--- config.mk ---
export PLATFORM = sky130hd
export DESIGN_NAME = windowed_throughput_estimator_top
export DESIGN_NICKNAME = d
export VERILOG_FILES = /design/src/sv/wte_pkg.sv /design/src/sv/wte_ctrl.sv /design/src/sv/wte_datapath.sv /design/src/sv/windowed_throughput_estimator_top.sv
export SDC_FILE = /design/constraint.sdc
export NUM_CORES = 2
export LEC_CHECK = 0
export BUFFER_PORTS_ARGS = -buffer_cell sky130_fd_sc_hd__buf_2
export CAP_MARGIN = 20
export CELL_PAD_IN_SITES_DETAIL_PLACEMENT = 2
export CELL_PAD_IN_SITES_GLOBAL_PLACEMENT = 2
export CORE_AREA = 2 2 222 388
export DETAILED_ROUTE_END_ITERATION = 16
export DIE_AREA = 0 0 224 390
export PLACE_DENSITY_LB_ADDON = 0.1
export SETUP_SLACK_MARGIN = 0.05
export SYNTH_ARGS = -nofsm -noshare
export SYNTH_HDL_FRONTEND = slang
export SYNTH_SLANG_ARGS = --single-unit
--- constraint.sdc ---
create_clock -name aclk -period 10.8 [get_ports aclk]
set_input_delay 1.62 -clock aclk [delete_from_list [all_inputs] [get_ports aclk]]
set_output_delay 1.62 -clock aclk [all_outputs]
set_load 0.1 [all_outputs]
--- src/sv/wte_pkg.sv ---
// Shared types, constants and width helpers for the windowed throughput estimator.
`timescale 1ns / 1ps

package wte_pkg;

    localparam int DATA_W     = 32;
    localparam int EST_W      = 48;
    localparam int CASE_W     = 2;
    localparam int WINDOW_DEF = 5;

    // 8 * 1e6 = 15625 << 9
    localparam int MUL_K      = 15625;
    localparam int MUL_K_W    = 14;
    localparam int MUL_SHIFT  = 9;

    localparam logic [CASE_W-1:0] CASE_EMPTY   = 2'd0;
    localparam logic [CASE_W-1:0] CASE_PARTIAL = 2'd1;
    localparam logic [CASE_W-1:0] CASE_FULL    = 2'd2;

    typedef struct packed {
        logic [DATA_W-1:0] segment_bytes;
        logic [DATA_W-1:0] transfer_time_us;
    } in_t;

    typedef struct packed {
        logic [EST_W-1:0]  estimate_bps;
        logic [CASE_W-1:0] window_case;
        logic              saturated;
    } out_t;

    typedef enum logic [3:0] {
        ST_IDLE = 4'b0001,
        ST_MUL  = 4'b0010,
        ST_DIV  = 4'b0100,
        ST_DONE = 4'b1000
    } state_t;

    typedef struct packed {
        logic accept;
        logic mul_load;
        logic div_step;
        logic out_load;
    } cmd_t;

    typedef struct packed {
        logic out_stall;
    } status_t;

    function automatic int sum_width(input int window);
        return DATA_W + $clog2(window);
    endfunction

    function automatic int prod_width(input int window);
        return sum_width(window) + MUL_K_W + MUL_SHIFT;
    endfunction

endpackage

--- src/sv/wte_ctrl.sv ---
// Controller state machine: intake, multiply, divide iterations and result hand-off.
`timescale 1ns / 1ps

module wte_ctrl #(
    parameter int WINDOW = wte_pkg::WINDOW_DEF
) (
    input  logic             aclk,
    input  logic             aresetn,
    input  logic             s_valid,
    output logic             s_ready,
    output wte_pkg::cmd_t    cmd,
    input  wte_pkg::status_t status
);
    import wte_pkg::*;

    localparam int PROD_W = prod_width(WINDOW);
    localparam int CNT_W  = $clog2(PROD_W);

    state_t            state_reg, state_next;
    logic [CNT_W-1:0]  cnt_reg, cnt_next;

    assign s_ready = (state_reg == ST_IDLE);

    always_comb begin
        state_next = state_reg;
        cnt_next   = cnt_reg;
        cmd        = '0;
        case (state_reg)
            ST_IDLE: begin
                if (s_valid) begin
                    cmd.accept = 1'b1;
                    state_next = ST_MUL;
                end
            end
            ST_MUL: begin
                cmd.mul_load = 1'b1;
                cnt_next     = CNT_W'(PROD_W - 1);
                state_next   = ST_DIV;
            end
            ST_DIV: begin
                cmd.div_step = 1'b1;
                cnt_next     = cnt_reg - 1'b1;
                if (cnt_reg == '0) begin
                    state_next = ST_DONE;
                end
            end
            ST_DONE: begin
                if (!status.out_stall) begin
                    cmd.out_load = 1'b1;
                    state_next   = ST_IDLE;
                end
            end
            default: begin
                state_next = ST_IDLE;
            end
        endcase
    end

    always_ff @(posedge aclk) begin
        if (!aresetn) begin
            state_reg <= ST_IDLE;
            cnt_reg   <= '0;
        end else begin
            state_reg <= state_next;
            cnt_reg   <= cnt_next;
        end
    end

endmodule

--- src/sv/wte_datapath.sv ---
// Datapath: segment ring, running sums, constant multiply, radix-2 divider, output register.
`timescale 1ns / 1ps

module wte_datapath #(
    parameter int WINDOW = wte_pkg::WINDOW_DEF
) (
    input  logic              aclk,
    input  logic              aresetn,
    input  wte_pkg::in_t      s_data,
    input  wte_pkg::cmd_t     cmd,
    output wte_pkg::status_t  status,
    output logic              m_valid,
    input  logic              m_ready,
    output wte_pkg::out_t     m_data
);
    import wte_pkg::*;

    localparam int SUM_W  = sum_width(WINDOW);
    localparam int PROD_W = prod_width(WINDOW);
    localparam int PTR_W  = (WINDOW > 1) ? $clog2(WINDOW) : 1;
    localparam int CNT_W  = $clog2(WINDOW + 1);

    logic [DATA_W-1:0] size_ring_reg [WINDOW];
    logic [DATA_W-1:0] time_ring_reg [WINDOW];

    logic [PTR_W-1:0]  ptr_reg, ptr_next;
    logic [CNT_W-1:0]  count_reg, count_next;
    logic [SUM_W-1:0]  byte_sum_reg, byte_sum_next;
    logic [SUM_W-1:0]  time_sum_reg, time_sum_next;
    logic [CASE_W-1:0] case_reg, case_next;

    logic [PROD_W-1:0] quo_reg;
    logic [SUM_W-1:0]  rem_reg;
    logic [SUM_W:0]    rem_shift;
    logic [SUM_W:0]    rem_diff;
    logic              rem_ge;
    logic [SUM_W+MUL_K_W-1:0] product;

    logic              full;
    logic [DATA_W-1:0] old_bytes;
    logic [DATA_W-1:0] old_time;

    logic              m_valid_reg;
    out_t              m_data_reg;
    logic              sat;

    assign full      = (count_reg == CNT_W'(WINDOW));
    assign old_bytes = full ? size_ring_reg[ptr_reg] : '0;
    assign old_time  = full ? time_ring_reg[ptr_reg] : '0;

    always_comb begin
        byte_sum_next = byte_sum_reg - SUM_W'(old_bytes) + SUM_W'(s_data.segment_bytes);
        time_sum_next = time_sum_reg - SUM_W'(old_time) + SUM_W'(s_data.transfer_time_us);
        count_next    = full ? count_reg : count_reg + 1'b1;
        ptr_next      = (ptr_reg == PTR_W'(WINDOW - 1)) ? '0 : ptr_reg + 1'b1;
        case_next     = (count_next == CNT_W'(WINDOW)) ? CASE_FULL : CASE_PARTIAL;
    end

    assign product   = byte_sum_reg * MUL_K_W'(MUL_K);
    assign rem_shift = {rem_reg, quo_reg[PROD_W-1]};
    assign rem_diff  = rem_shift - {1'b0, time_sum_reg};
    assign rem_ge    = !rem_diff[SUM_W];

    assign sat = (time_sum_reg == '0) || (quo_reg[PROD_W-1:EST_W] != '0);

    always_ff @(posedge aclk) begin
        if (cmd.accept) begin
            size_ring_reg[ptr_reg] <= s_data.segment_bytes;
            time_ring_reg[ptr_reg] <= s_data.transfer_time_us;
            case_reg               <= case_next;
        end
        if (cmd.mul_load) begin
            quo_reg <= {product, MUL_SHIFT'(0)};
            rem_reg <= '0;
        end else if (cmd.div_step) begin
            quo_reg <= {quo_reg[PROD_W-2:0], rem_ge};
            rem_reg <= rem_ge ? rem_diff[SUM_W-1:0] : rem_shift[SUM_W-1:0];
        end
        if (cmd.out_load) begin
            m_data_reg.estimate_bps <= sat ? {EST_W{1'b1}} : quo_reg[EST_W-1:0];
            m_data_reg.window_case  <= case_reg;
            m_data_reg.saturated    <= sat;
        end
    end

    always_ff @(posedge aclk) begin
        if (!aresetn) begin
            ptr_reg      <= '0;
            count_reg    <= '0;
            byte_sum_reg <= '0;
            time_sum_reg <= '0;
            m_valid_reg  <= 1'b0;
        end else begin
            if (cmd.accept) begin
                ptr_reg      <= ptr_next;
                count_reg    <= count_next;
                byte_sum_reg <= byte_sum_next;
                time_sum_reg <= time_sum_next;
            end
            if (cmd.out_load) begin
                m_valid_reg <= 1'b1;
            end else if (m_ready) begin
                m_valid_reg <= 1'b0;
            end
        end
    end

    assign status.out_stall = m_valid_reg && !m_ready;
    assign m_valid          = m_valid_reg;
    assign m_data           = m_data_reg;

endmodule

--- src/sv/windowed_throughput_estimator_top.sv ---
// Top level of the windowed throughput estimator.
`timescale 1ns / 1ps

// Each transfer on s_ carries one finished segment (bytes, microseconds); the block keeps the
// last WINDOW segments and returns floor(8e6 * byte_sum / time_sum) in bits per second, saturated
// to 2^48-1 with the flag set when the time sum is zero or the quotient needs more than 48 bits.
// An item passes from intake through the constant multiply and the bit-per-cycle restoring
// divider, which forms PROD_W quotient bits, where PROD_W = 32 + clog2(WINDOW) + 23, and
// then the result is loaded into the output register. Items are handled one at a time; s_ready
// is high only while the engine is free, so a new item is not taken before the last one is in
// the output register. The next item is taken while a finished result still waits on m_; its
// own result then holds in the engine until the waiting one is taken.

module windowed_throughput_estimator_top #(
    parameter int WINDOW = wte_pkg::WINDOW_DEF
) (
    input  logic          aclk,
    input  logic          aresetn,
    input  logic          s_valid,
    output logic          s_ready,
    input  wte_pkg::in_t  s_data,
    output logic          m_valid,
    input  logic          m_ready,
    output wte_pkg::out_t m_data
);
    import wte_pkg::*;

    cmd_t    cmd;
    status_t status;

    wte_ctrl #(
        .WINDOW (WINDOW)
    ) u_ctrl (
        .aclk    (aclk),
        .aresetn (aresetn),
        .s_valid (s_valid),
        .s_ready (s_ready),
        .cmd     (cmd),
        .status  (status)
    );

    wte_datapath #(
        .WINDOW (WINDOW)
    ) u_datapath (
        .aclk    (aclk),
        .aresetn (aresetn),
        .s_data  (s_data),
        .cmd     (cmd),
        .status  (status),
        .m_valid (m_valid),
        .m_ready (m_ready),
        .m_data  (m_data)
    );

`ifndef NO_ASSERTIONS
    a_one_in_flight: assert property (@(posedge aclk) disable iff (!aresetn)
        (s_valid && s_ready) |=> !s_ready)
        else $error("intake open while an item is in flight");

    a_result_from_load: assert property (@(posedge aclk) disable iff (!aresetn)
        $rose(m_valid) |-> $past(cmd.out_load))
        else $error("result appeared without an output load");

    a_case_not_empty: assert property (@(posedge aclk) disable iff (!aresetn)
        m_valid |-> (m_data.window_case == CASE_PARTIAL || m_data.window_case == CASE_FULL))
        else $error("result carries an empty-window case");
`endif

endmodule

==> impl_metrics.env <==
export IMPL_hp_class="reg -> reg"
export IMPL_drt_initial_drc_count=925
export IMPL_htreeDepth=2
export IMPL_relSlewSlack_pct=22.4
export IMPL_slew_viol_final=0
export IMPL_cts_setup_buffers=0
export IMPL_leakagePower_nw=16.8
export IMPL_portBuffers=120
export IMPL_rsz0062_at_grt="false"
export IMPL_drtPass1Iterations=4
export IMPL_synth_adder_area_share_pct=21.5
export IMPL_synthTopCellsByArea="edfxtp_1 (35%), fa_1 (12%), ha_1 (9.5%), dfxtp_1 (7.5%), inv_1 (5.2%)"
export IMPL_fin_setup_tns_ps=0
export IMPL_yosys_warnings=0
export IMPL_io_pins=121
export IMPL_ys_seq_area_share_pct=42.7
export IMPL_synth_cell_type_count=77
export IMPL_fin_nets=3853
export IMPL_cts_buffers=55
export IMPL_synthMuxAreaShare_pct=6.88
export IMPL_status="finished clean"
export IMPL_worstSetupStartpointType="register"
export IMPL_synth_edff_count=422
export IMPL_p_per_area_nw_per_um2=326
export IMPL_yosysTopAreaCell="edfxtp_1"
export IMPL_dr_total_vias=24500
export IMPL_whs_ps=467
export IMPL_gp_congestion=0.881
export IMPL_finalCritPeriodShare_pct=67.1
export IMPL_cts_tree="built"
export IMPL_finalWirelength_um=110000
export IMPL_tightest_slew_ps=1150
export IMPL_arrival_ps=7610
export IMPL_start_util_pct=42.7
export IMPL_yosysTopAreaCellShare_pct=35.3
export IMPL_endpoint_kind="register"
export IMPL_cts_resized=0
export IMPL_synth_compound_gate_area_share_pct=10.9
export IMPL_min_period_ps=7250
export IMPL_via_per_inst=5.54
export IMPL_pwr_share_comb_pct=63.4
export IMPL_grt_antenna_before_repair=11
export IMPL_grt_pass1_vias=28600
export IMPL_grt_pass1_wl_um=168000
export IMPL_async_reset_ff_share_pct=0
export IMPL_synth_flop_cell="edfxtp_1"
export IMPL_clkPwrFrac_pct=16.5
export IMPL_fmax_ghz=0.138
export IMPL_core_area_um2=84200
export IMPL_drcViolationCount=0
export IMPL_synthSimpleGateAreaFrac_pct=8.21
export IMPL_swShare_pct=47.3
export IMPL_overflow=0
export IMPL_drive_gt1_share_pct=11.7
export IMPL_hpwlAfterDp_um=85800
export IMPL_die_width_um=224
export IMPL_crit_type="reg -> reg"
export IMPL_cts_sinks=556
export IMPL_worstSkewPairLatency_ps=670
export IMPL_antenna_left=0
export IMPL_cts_clk_slew_worst_paths_ps=70
export IMPL_p_seq_share_pct=20.1
export IMPL_area_delta_synth_final_pct=10.6
export IMPL_cts_root_buf="clkbuf_16"
export IMPL_ys_ff_latch=556
export IMPL_grt_max_degree=68
export IMPL_syn_nets=3755
export IMPL_max_cap_viol_count=0
export IMPL_cts_max_path_buffers=3
export IMPL_irDropWorstVdd_mv=0.209
export IMPL_die_y_um=390
export IMPL_grt_total_usage_pct=25.3
export IMPL_required_ps=11160
export IMPL_synth_area_per_cell_um2=11.2
export IMPL_rows=141
export IMPL_power_switching_w=0.00613
export IMPL_synth_area_um2=35900
export IMPL_finClkSkew_ps=49.2
export IMPL_die_area_um2=87400
export IMPL_final_hold_viol_count=0
export IMPL_wl_per_cell_um=24.8
export IMPL_synthXorXnorAreaFrac_pct=3.25
export IMPL_setup_viol=0
export IMPL_path_max_fanout=7
export IMPL_intPower_w=0.00683
export IMPL_syn_inst=3198
export IMPL_synth_top_family_by_area="adder cells"
export IMPL_postCtsHoldBufs=0
==> per-stage QoR <==
| step | util (%) | power, W | instances | setup slack [ps] | cell area, µm² |
|---|---|---|---|---|---|
| 2_1_floorplan | - | 0.00867 | 3198 | -572 | 35900 |
| 3_3_place_gp | 44.8 | 0.0104 | 4310 | 3770 | 37700 |
| 3_5_place_dp | 44.8 | 0.0109 | 4310 | 3480 | 37700 |
| 4_1_cts | 47.2 | 0.0131 | 4413 | 3470 | 39700 |
| 5_1_grt | 47.2 | 0.0142 | 4415 | 3130 | 39700 |
| 6_report | 47.2 | 0.0130 | 4417 | 3550 | 39700 |
==> path summary, 6_finish.rpt <==
path | startpoint | end | slack (ps) | depth (start not counted)
max | u_datapath.byte_sum_reg[10]$_SDFFE_PN0P_ | u_datapath.quo_reg[51]$_DFFE_PN_ | 3550 | 22
max reg2reg | u_datapath.byte_sum_reg[10]$_SDFFE_PN0P_ | u_datapath.quo_reg[51]$_DFFE_PN_ | 3550 | 22
min | u_datapath.case_reg[1]$_DFFE_PP_ | u_datapath.m_data[2]$_DFFE_PP_ | 470 | 0
min reg2reg | u_datapath.case_reg[1]$_DFFE_PP_ | u_datapath.m_data[2]$_DFFE_PP_ | 470 | 0
==> worst max-delay path, stage by stage (launching register included) <==
cell      delay [ps]
dfxtp_1          460
inv_1            240
fa_1             590
inv_1             60
fa_1             520
fa_1             580
fa_1             440
ha_1             300
inv_1             60
fa_1             500
inv_1             40
ha_1             390
a21o_1           240
a21o_1           180
a21oi_1          210
nand2_1          110
a311oi_1         610
o21ai_1          310
a211oi_1         610
nor2_1           120
nor2_1           160
xor2_1           150
o21ai_0           80
==> power groups by stage <==
stage                     Combinational (W)  Clock, W  Sequential (W)
final                               0.00821   0.00214         0.00261
after global routing                0.00929   0.00225         0.00262
after CTS                           0.00835   0.00219         0.00261
after detailed placement            0.00823         0         0.00265
after global placement              0.00776         0         0.00264
after floorplan                     0.00608         0         0.00259
==> cell usage after synthesis (18+ instances only) <==
library cell / instances
a211oi_1: 20
a21o_1: 89
a21oi_1: 187
clkbuf_1: 88
dfxtp_1: 134
edfxtp_1: 422
fa_1: 215
ha_1: 274
inv_1: 497
mux2i_1: 103
mux4_2: 64
nand2_1: 232
nand3_1: 41
nand4_1: 36
nor2_1: 144
nor2b_1: 18
nor3_1: 18
o21a_1: 21
o21ai_0: 113
o21ai_1: 43
o21bai_1: 25
or2_2: 52
xnor2_1: 79
xor2_1: 51
==> placed cells by master, fill, tap and decap left out, drive strengths merged, types with 103 or more instances in the layout <==
cell type,n
dfxtp,134
inv,505
nor2,145
edfxtp,422
fa,215
buf,152
nand2,232
mux2i,103
ha,274
a21oi,188
o21ai,156
==> metal layers <==
layer  track usage, %  wire length [µm]  vias up
met3             2.44              2310      195
met4             10.5              4920       10
met5                0                66        -
met1             23.7             36300    12600
li1                 -                 -    11300
met2             53.8             66000      330
==> cell families after synthesis <==
| family | count (synthesis) |
|---|---|
| AND/OR/NAND/NOR | 626 |
| adder cells (fa/ha/maj) | 489 |
| buffers and inverters | 609 |
| multiplexers | 167 |
| flip-flops | 556 |
| XOR/XNOR | 131 |
| AO/OA/AOI/OAI | 620 |
==> layout make-up <==
type / instances / area, µm²
sequential: 556 / 15400
antenna: 3 / 7.51
clock inverter: 40 / 552
inverter: 498 / 1870
clock buffer: 63 / 1450
multi-input combinational: 2033 / 18300
timing repair buffer: 152 / 866
tap: 1072 / 1340
fill: 8473 / 44400
(Power assumes the default switching activity.)
